$ cat src/rtl/qdfr_pkg.sv
// Package for the quantized difference filter response block.
// Holds operation codes, configuration indexes and the controller/datapath
// command and status structs; depends on nothing.
package qdfr_pkg;

    // Operation codes of an input item
    typedef enum logic [1:0] {
        OP_WR_PIXEL  = 2'd0,
        OP_WR_WEIGHT = 2'd1,
        OP_WR_THRESH = 2'd2,
        OP_COMPUTE   = 2'd3
    } op_t;

    // Configuration register indexes
    localparam logic [1:0] CFG_IMAGE_ROWS  = 2'd0;
    localparam logic [1:0] CFG_FILTER_ROWS = 2'd1;
    localparam logic [1:0] CFG_FILTER_COLS = 2'd2;
    localparam logic [1:0] CFG_NUM_BINS    = 2'd3;

    localparam int CFG_INDEX_W = 2;
    localparam int CFG_DATA_W  = 9;
    localparam int ROWS_W      = 9;
    localparam int SIDE_CFG_W  = 5;
    localparam int BINS_CFG_W  = 3;
    localparam int POS_W       = 8;
    localparam int POS_BIT_W   = 3;
    localparam int DATA_W      = 16;
    localparam int RESP_W      = 24;

    // Address register operations
    typedef enum logic [3:0] {
        ACC_HOLD,
        ACC_DOUBLE,       // acc = 2*acc
        ACC_HORNER,       // acc += rows when the current column bit is set
        ACC_ADD_OROW,     // acc += out_row, also sets the column pointer
        ACC_COL_STEP,     // acc += rows, walk toward the centre column
        ACC_ADD_MR,       // acc += centre row offset
        ACC_LOAD_COLPTR,  // acc = column pointer
        ACC_TAP_STEP      // issue one tap, advance to the next tap address
    } acc_op_t;

    typedef struct packed {
        logic    take;
        acc_op_t acc_op;
        logic    centre_load;
        logic    load_out;
    } qdfr_cmd_t;

    typedef struct packed {
        logic empty;
        logic horner_last;
        logic mc_zero;
        logic tap_last;
        logic pipe_empty;
    } qdfr_status_t;

    // Index width for a store of the given depth, at least one bit
    function automatic int idx_w(input int depth);
        return (depth > 1) ? $clog2(depth) : 1;
    endfunction

endpackage

$ cat src/rtl/qdfr_ctrl.sv
// Sequencer of the quantized difference filter response block.
// Steps the datapath through address setup, tap walk and drain; uses qdfr_pkg.
module qdfr_ctrl
    import qdfr_pkg::*;
(
    input  logic         clk,
    input  logic         rst_n,
    input  logic         in_valid,
    input  logic [1:0]   operation,
    input  logic         out_stall,
    input  qdfr_status_t status,
    output qdfr_cmd_t    cmd,
    output logic         in_stall,
    output logic         out_valid
);

    typedef enum logic [3:0] {
        S_IDLE,
        S_DBL,
        S_ADD,
        S_ORW,
        S_CCOL,
        S_CROW,
        S_CRD,
        S_CWAIT,
        S_TAP,
        S_DRAIN,
        S_DONE
    } state_t;

    state_t state_reg;
    state_t state_next;
    logic   out_valid_reg;
    logic   out_valid_next;
    logic   out_free;

    assign out_free  = !out_valid_reg || !out_stall;
    assign in_stall  = (state_reg != S_IDLE);
    assign out_valid = out_valid_reg;

    always_comb
    begin
        state_next      = state_reg;
        cmd.take        = 1'b0;
        cmd.acc_op      = ACC_HOLD;
        cmd.centre_load = 1'b0;
        cmd.load_out    = 1'b0;
        out_valid_next  = out_valid_reg && out_stall;
        unique case (state_reg)
            S_IDLE:
            begin
                cmd.take = in_valid;
                if (in_valid && op_t'(operation) == OP_COMPUTE)
                    state_next = S_DBL;
            end
            S_DBL:
            begin
                if (status.empty)
                    state_next = S_DONE;
                else
                begin
                    cmd.acc_op = ACC_DOUBLE;
                    state_next = S_ADD;
                end
            end
            S_ADD:
            begin
                cmd.acc_op = ACC_HORNER;
                state_next = status.horner_last ? S_ORW : S_DBL;
            end
            S_ORW:
            begin
                cmd.acc_op = ACC_ADD_OROW;
                state_next = S_CCOL;
            end
            S_CCOL:
            begin
                if (status.mc_zero)
                    state_next = S_CROW;
                else
                    cmd.acc_op = ACC_COL_STEP;
            end
            S_CROW:
            begin
                cmd.acc_op = ACC_ADD_MR;
                state_next = S_CRD;
            end
            S_CRD:
            begin
                state_next = S_CWAIT;
            end
            S_CWAIT:
            begin
                cmd.centre_load = 1'b1;
                cmd.acc_op      = ACC_LOAD_COLPTR;
                state_next      = S_TAP;
            end
            S_TAP:
            begin
                cmd.acc_op = ACC_TAP_STEP;
                if (status.tap_last)
                    state_next = S_DRAIN;
            end
            S_DRAIN:
            begin
                if (status.pipe_empty)
                    state_next = S_DONE;
            end
            S_DONE:
            begin
                if (out_free)
                begin
                    cmd.load_out   = 1'b1;
                    out_valid_next = 1'b1;
                    state_next     = S_IDLE;
                end
            end
            default:
            begin
                state_next = S_IDLE;
            end
        endcase
    end

    always_ff @(posedge clk or negedge rst_n)
    begin
        if (!rst_n)
        begin
            state_reg     <= S_IDLE;
            out_valid_reg <= 1'b0;
        end
        else
        begin
            state_reg     <= state_next;
            out_valid_reg <= out_valid_next;
        end
    end

endmodule

$ cat config.mk
export PLATFORM = sky130hd
export DESIGN_NAME = qdfr_ctrl
export DESIGN_NICKNAME = d
export VERILOG_FILES = /design/src/rtl/qdfr_pkg.sv /design/src/rtl/qdfr_ctrl.sv
export SDC_FILE = /design/constraint.sdc
export NUM_CORES = 1
export LEC_CHECK = 0
export ABC_AREA = 0
export BUFFER_PORTS_ARGS = -buffer_cell sky130_fd_sc_hd__buf_2
export CORE_AREA = 3 3 40 42
export CTS_CLUSTER_SIZE = 14
export DETAILED_ROUTE_END_ITERATION = 8
export DIE_AREA = 0 0 43 45
export PLACE_DENSITY = 0.61
export SETUP_SLACK_MARGIN = 0.4
export SYNTH_ARGS = -nofsm -noshare
export SYNTH_HDL_FRONTEND = slang
export SYNTH_SLANG_ARGS = --single-unit
$ cat constraint.sdc
create_clock -name clk -period 1.2 [get_ports clk]
set_clock_uncertainty 0.15 [all_clocks]
set_input_delay 0.06 -clock clk [delete_from_list [all_inputs] [get_ports clk]]
set_output_delay 0.06 -clock clk [all_outputs]
set_load 0.02 [all_outputs]
# == Yosys cells after proc, flatten, opt, wreduce, memory -nomap -nowiden ==
# Cells that the tools add are included.
# word_totals
elab_cells,43
output_inout_bits,9
register_bits,5
# classes
muxes,17
n_eq_ne,16
n_reduce_logical,8
# ops
operator,n
4-bit one-hot mux with 11 select lines,1
4-bit one-hot mux with 7 select lines,1
4-bit 2-to-1 mux,6
4-bit by 3-bit equality test with 1-bit output (second input constant),4
4-bit equality test (second input constant),3
2-bit inequality test (second input constant),5
4-bit by 2-bit equality test with 1-bit output (second input constant),2
1-bit 2-to-1 mux,7
5-bit AND reduction,1
4-bit by 1-bit equality test with 1-bit output (second input constant),1
4-bit zero test,1
4-bit nonzero test,1
3-bit 2-to-1 mux,1
2-bit equality test (second input constant),1
1-bit logical AND,2
1-bit zero test,2
2-bit 2-to-1 mux,1
1-bit logical OR,1

# == Depth between registers and ports, before layout ==
# logic_depth
ltp_word,4
depth_mapped,4

# == Worst setup path before layout ==
# No wires, ideal clock.
# synth_path
kind,flip-flop to output port
startpoint,reg state_reg[1]
endpoint,out cmd[2] (netlist bit)
stages_incl_launch_ff,4
arrival_time_ns,1.319
path_slack_ns,-0.329
t_required_ns,0.990
cell_sequence,dfrtp_1 -> buf_2 -> nand2b_1 -> o32ai_1
# synth_rtl
element,line_no,source
from (decl),qdfr_ctrl.sv:31,state_t state_reg;
from (signal assigned),qdfr_ctrl.sv:134,state_reg <= state_next;
to (decl),qdfr_ctrl.sv:12,"output qdfr_cmd_t cmd,"

==> results.sh <==
export IMPL_worst_path_max_delay_cell="dfrtp_2"
export IMPL_cts_buffers=3
export IMPL_gp_congestion=0.763
export IMPL_syn_to_final_growth_pct=112
export IMPL_r2r_start="state_reg[0]"
export IMPL_drive_above_1_share_pct=77.1
export IMPL_synth_simple_area_share_pct=32.6
export IMPL_largest_reg_flops=4
export IMPL_wirelength_um=1400
export IMPL_clk_pin_slew_ns=0.05
export IMPL_hold_worst_slack_ns=-0.0541
export IMPL_yosys_area_top_type="dfrtp_1"
export IMPL_htree_num_levels=1
export IMPL_overflow=0
export IMPL_die_w_um=43
export IMPL_fmax_ghz=0.626
export IMPL_hold_viol=2
export IMPL_multi_input_area_sq_um=378
export IMPL_grt_pass1_vias=506
export IMPL_clock_sinks=5
export IMPL_cp_max_fo=5
export IMPL_start_kind="flop"
export IMPL_n_fill_cell=84
export IMPL_path_depth=5
export IMPL_insertion_delay_ns=0.24
export IMPL_power_density_nw_per_um2=2720
export IMPL_synth_cells=52
export IMPL_syn_area_sq_um=453
export IMPL_vias=538
export IMPL_dieHeight_um=45
export IMPL_critPathTopFamily="flip-flops"
export IMPL_reg2reg_setup_slack_ns=-0.33
export IMPL_ys_seq_area_share_pct=27.6
export IMPL_worst_path_buf_inv=2
export IMPL_cp_cell_sequence="buf_6, nor3b_2, a21oi_2, o32ai_4, buf_6"
export IMPL_violations="hold timing, setup timing"
export IMPL_placed_area_sq_um=716
export IMPL_crit_arrival_ns=1.39
export IMPL_synth_xor_area_share_pct=1.93
export IMPL_rsz0062_at_grt="yes"
export IMPL_r2r_cells=6
export IMPL_core_area_sq_um=1280
export IMPL_yosys_warnings=0
export IMPL_crit_path_end_kind="output port"
export IMPL_synth_top_family_by_area="simple AND/OR/NAND/NOR gates"
export IMPL_dr_pass1_iters=2
export IMPL_diodes=0
export IMPL_regArea_sq_um=130
export IMPL_hp_class="primary input to flop"
export IMPL_cap_violations=0
export IMPL_start_util_pct=35.2
export IMPL_critPathMaxStageDelay_ns=0.45
export IMPL_synth_seq_cells=5
export IMPL_status="finished with violations"
export IMPL_grt_total_usage_pct=15.9
export IMPL_tritoncts="built"
export IMPL_postCtsHoldBufs=1
export IMPL_clk_path_buf_depth=2
export IMPL_fin_area_sq_um=962
export IMPL_wl_per_cell_um=12.6
export IMPL_postRouteAntennaNets=0
export IMPL_cp_required_ns=0.99
export IMPL_first_iter_violations=2
export IMPL_rows=13
export IMPL_muxShareOfSynthArea_pct=2.21
export IMPL_vdd_drop_max_v=0.00153
export IMPL_clockRootBuffer="clkbuf_4"
export IMPL_layout_commonest_cell="buf_6"
export IMPL_yosys_area_top_type_share_pct=27.6
export IMPL_synth_fa_ha_area_share_pct=0
export IMPL_antenna_found_initial=0
export IMPL_synth_cell_type_count=32
export IMPL_setup_slack_ns=-0.398
export IMPL_min_to="state_reg[0]"
export IMPL_period_share_pct=133
export IMPL_min_path_cells=3
export IMPL_drc_errors=0
export IMPL_grt_max_degree=11
export IMPL_final_cell_mix="buf_6, buf_4, buf_2, nand2_1, dfrtp_2"
export IMPL_hold_start="operation[1]"
export IMPL_maxSlewViolCount=0
export IMPL_yosys_top_cells_area="dfrtp_1, nor4_4, nand2_1"
export IMPL_leakage_nw=0.446
export IMPL_synth_compound_area_share_pct=24.3
export IMPL_syn_nets=63
export IMPL_place_ws_ns=-0.214
export IMPL_dieArea_sq_um=1940
export IMPL_crit_top_cell="buf_6"
export IMPL_vias_per_cell=4.85
export IMPL_worstSetupPathType="flop to output port"
export IMPL_place_hpwl_um=937
export IMPL_setup_viol=11
export IMPL_r2r_end="state_reg[1]"
export IMPL_grt_pass1_wl_um=2220
export IMPL_min_period_ns=1.60
export IMPL_fin_nets=108
export IMPL_ios=20
export IMPL_avgSynthCellArea_sq_um=8.71
export IMPL_io_buffers=18
## cell usage after synthesis
cell,instances
o22ai_1,1
a21boi_1,1
xnor2_1,1
dfrtp_1,5
buf_4,2
o21bai_1,1
nand2b_1,2
nor2_1,3
o221ai_2,1
buf_6,1
a21oi_1,2
a221oi_2,1
nor4_4,1
nor3b_4,1
inv_2,1
nor2b_1,3
o32ai_1,1
o21ai_1,3
conb_1,1
and3_1,1
o211ai_1,1
o21a_1,1
buf_2,2
and2b_1,1
nand2_1,5
a32o_1,1
nand3_1,1
inv_1,2
mux2i_1,1
and2_1,1
nor3b_1,2
nand2_2,1
## layer usage
| metal | wire length, um | vias up | track usage (%) |
|---|---|---|---|
| met5 | 0 | - | 0 |
| met4 | 19 | 0 | 9.64 |
| met3 | 47 | 2 | 3.19 |
| met2 | 744 | 12 | 26.6 |
| met1 | 588 | 255 | 18.8 |
| li1 | - | 269 | - |
## worst register-to-register path: stages (launching register included)
cell	delay (ns)
dfrtp_1	0.39
buf_12	0.15
nor3b_4	0.24
nand2_2	0.11
buf_6	0.13
buf_6	0.11
o221ai_2	0.15
## layout make-up
cell class,count,share of cell area [%]
clock buffers,4,2.73
inverters,3,1.43
multi-input cells,39,39.3
flip-flops and latches,5,13.5
well taps,15,1.95
repair buffers,45,41.1
## power breakdown
group          switching (mW)  internal (mW)
clock                  0.0683          0.126
sequential              0.128          0.250
combinational           0.838           1.21
## how the worst max path moves through the flow
stage / start / to / slack [ns]
final: state_reg[3] / cmd[2] / -0.40
after CTS: state_reg[3] / in_stall / -0.43
after global routing: state_reg[0] / cmd[0] / -0.47
after detailed placement: state_reg[3] / cmd[4] / -0.21
after floorplan: state_reg[1] / cmd[2] / -0.06
after global placement: state_reg[2] / cmd[3] / -0.20
## timing repair
action                                  4_1_cts  5_1_grt
endpoints found under the setup margin       13       13
resized for setup                            30       10
setup buffers                                 6        4
pin swaps                                     8        8
endpoints found under the hold margin         7        2
## metrics by stage
step | std cells | power [mW] | hold slack, ns | util, % | TNS [ns]
final | 111 | 2.62 | -0.0541 | 74.9 | -3.59
after CTS | 107 | 2.42 | -0.0653 | 69.8 | -3.21
after floorplan | 52 | 1.34 | -0.386 | - | -0.175
after detailed placement | 96 | 1.84 | -0.271 | 55.7 | -1.83
after global placement | 96 | 1.85 | -0.272 | 55.7 | -1.75
after global routing | 111 | 2.80 | -0.0422 | 74.9 | -4.32
## kinds of logic after synthesis
family / after synthesis
compound gates: 14
xor+xnor: 1
buf+inv: 8
flops: 5
mux: 1
other cells: 1
simple gates: 22
No activity file was read; power rests on OpenSTA's default activity.
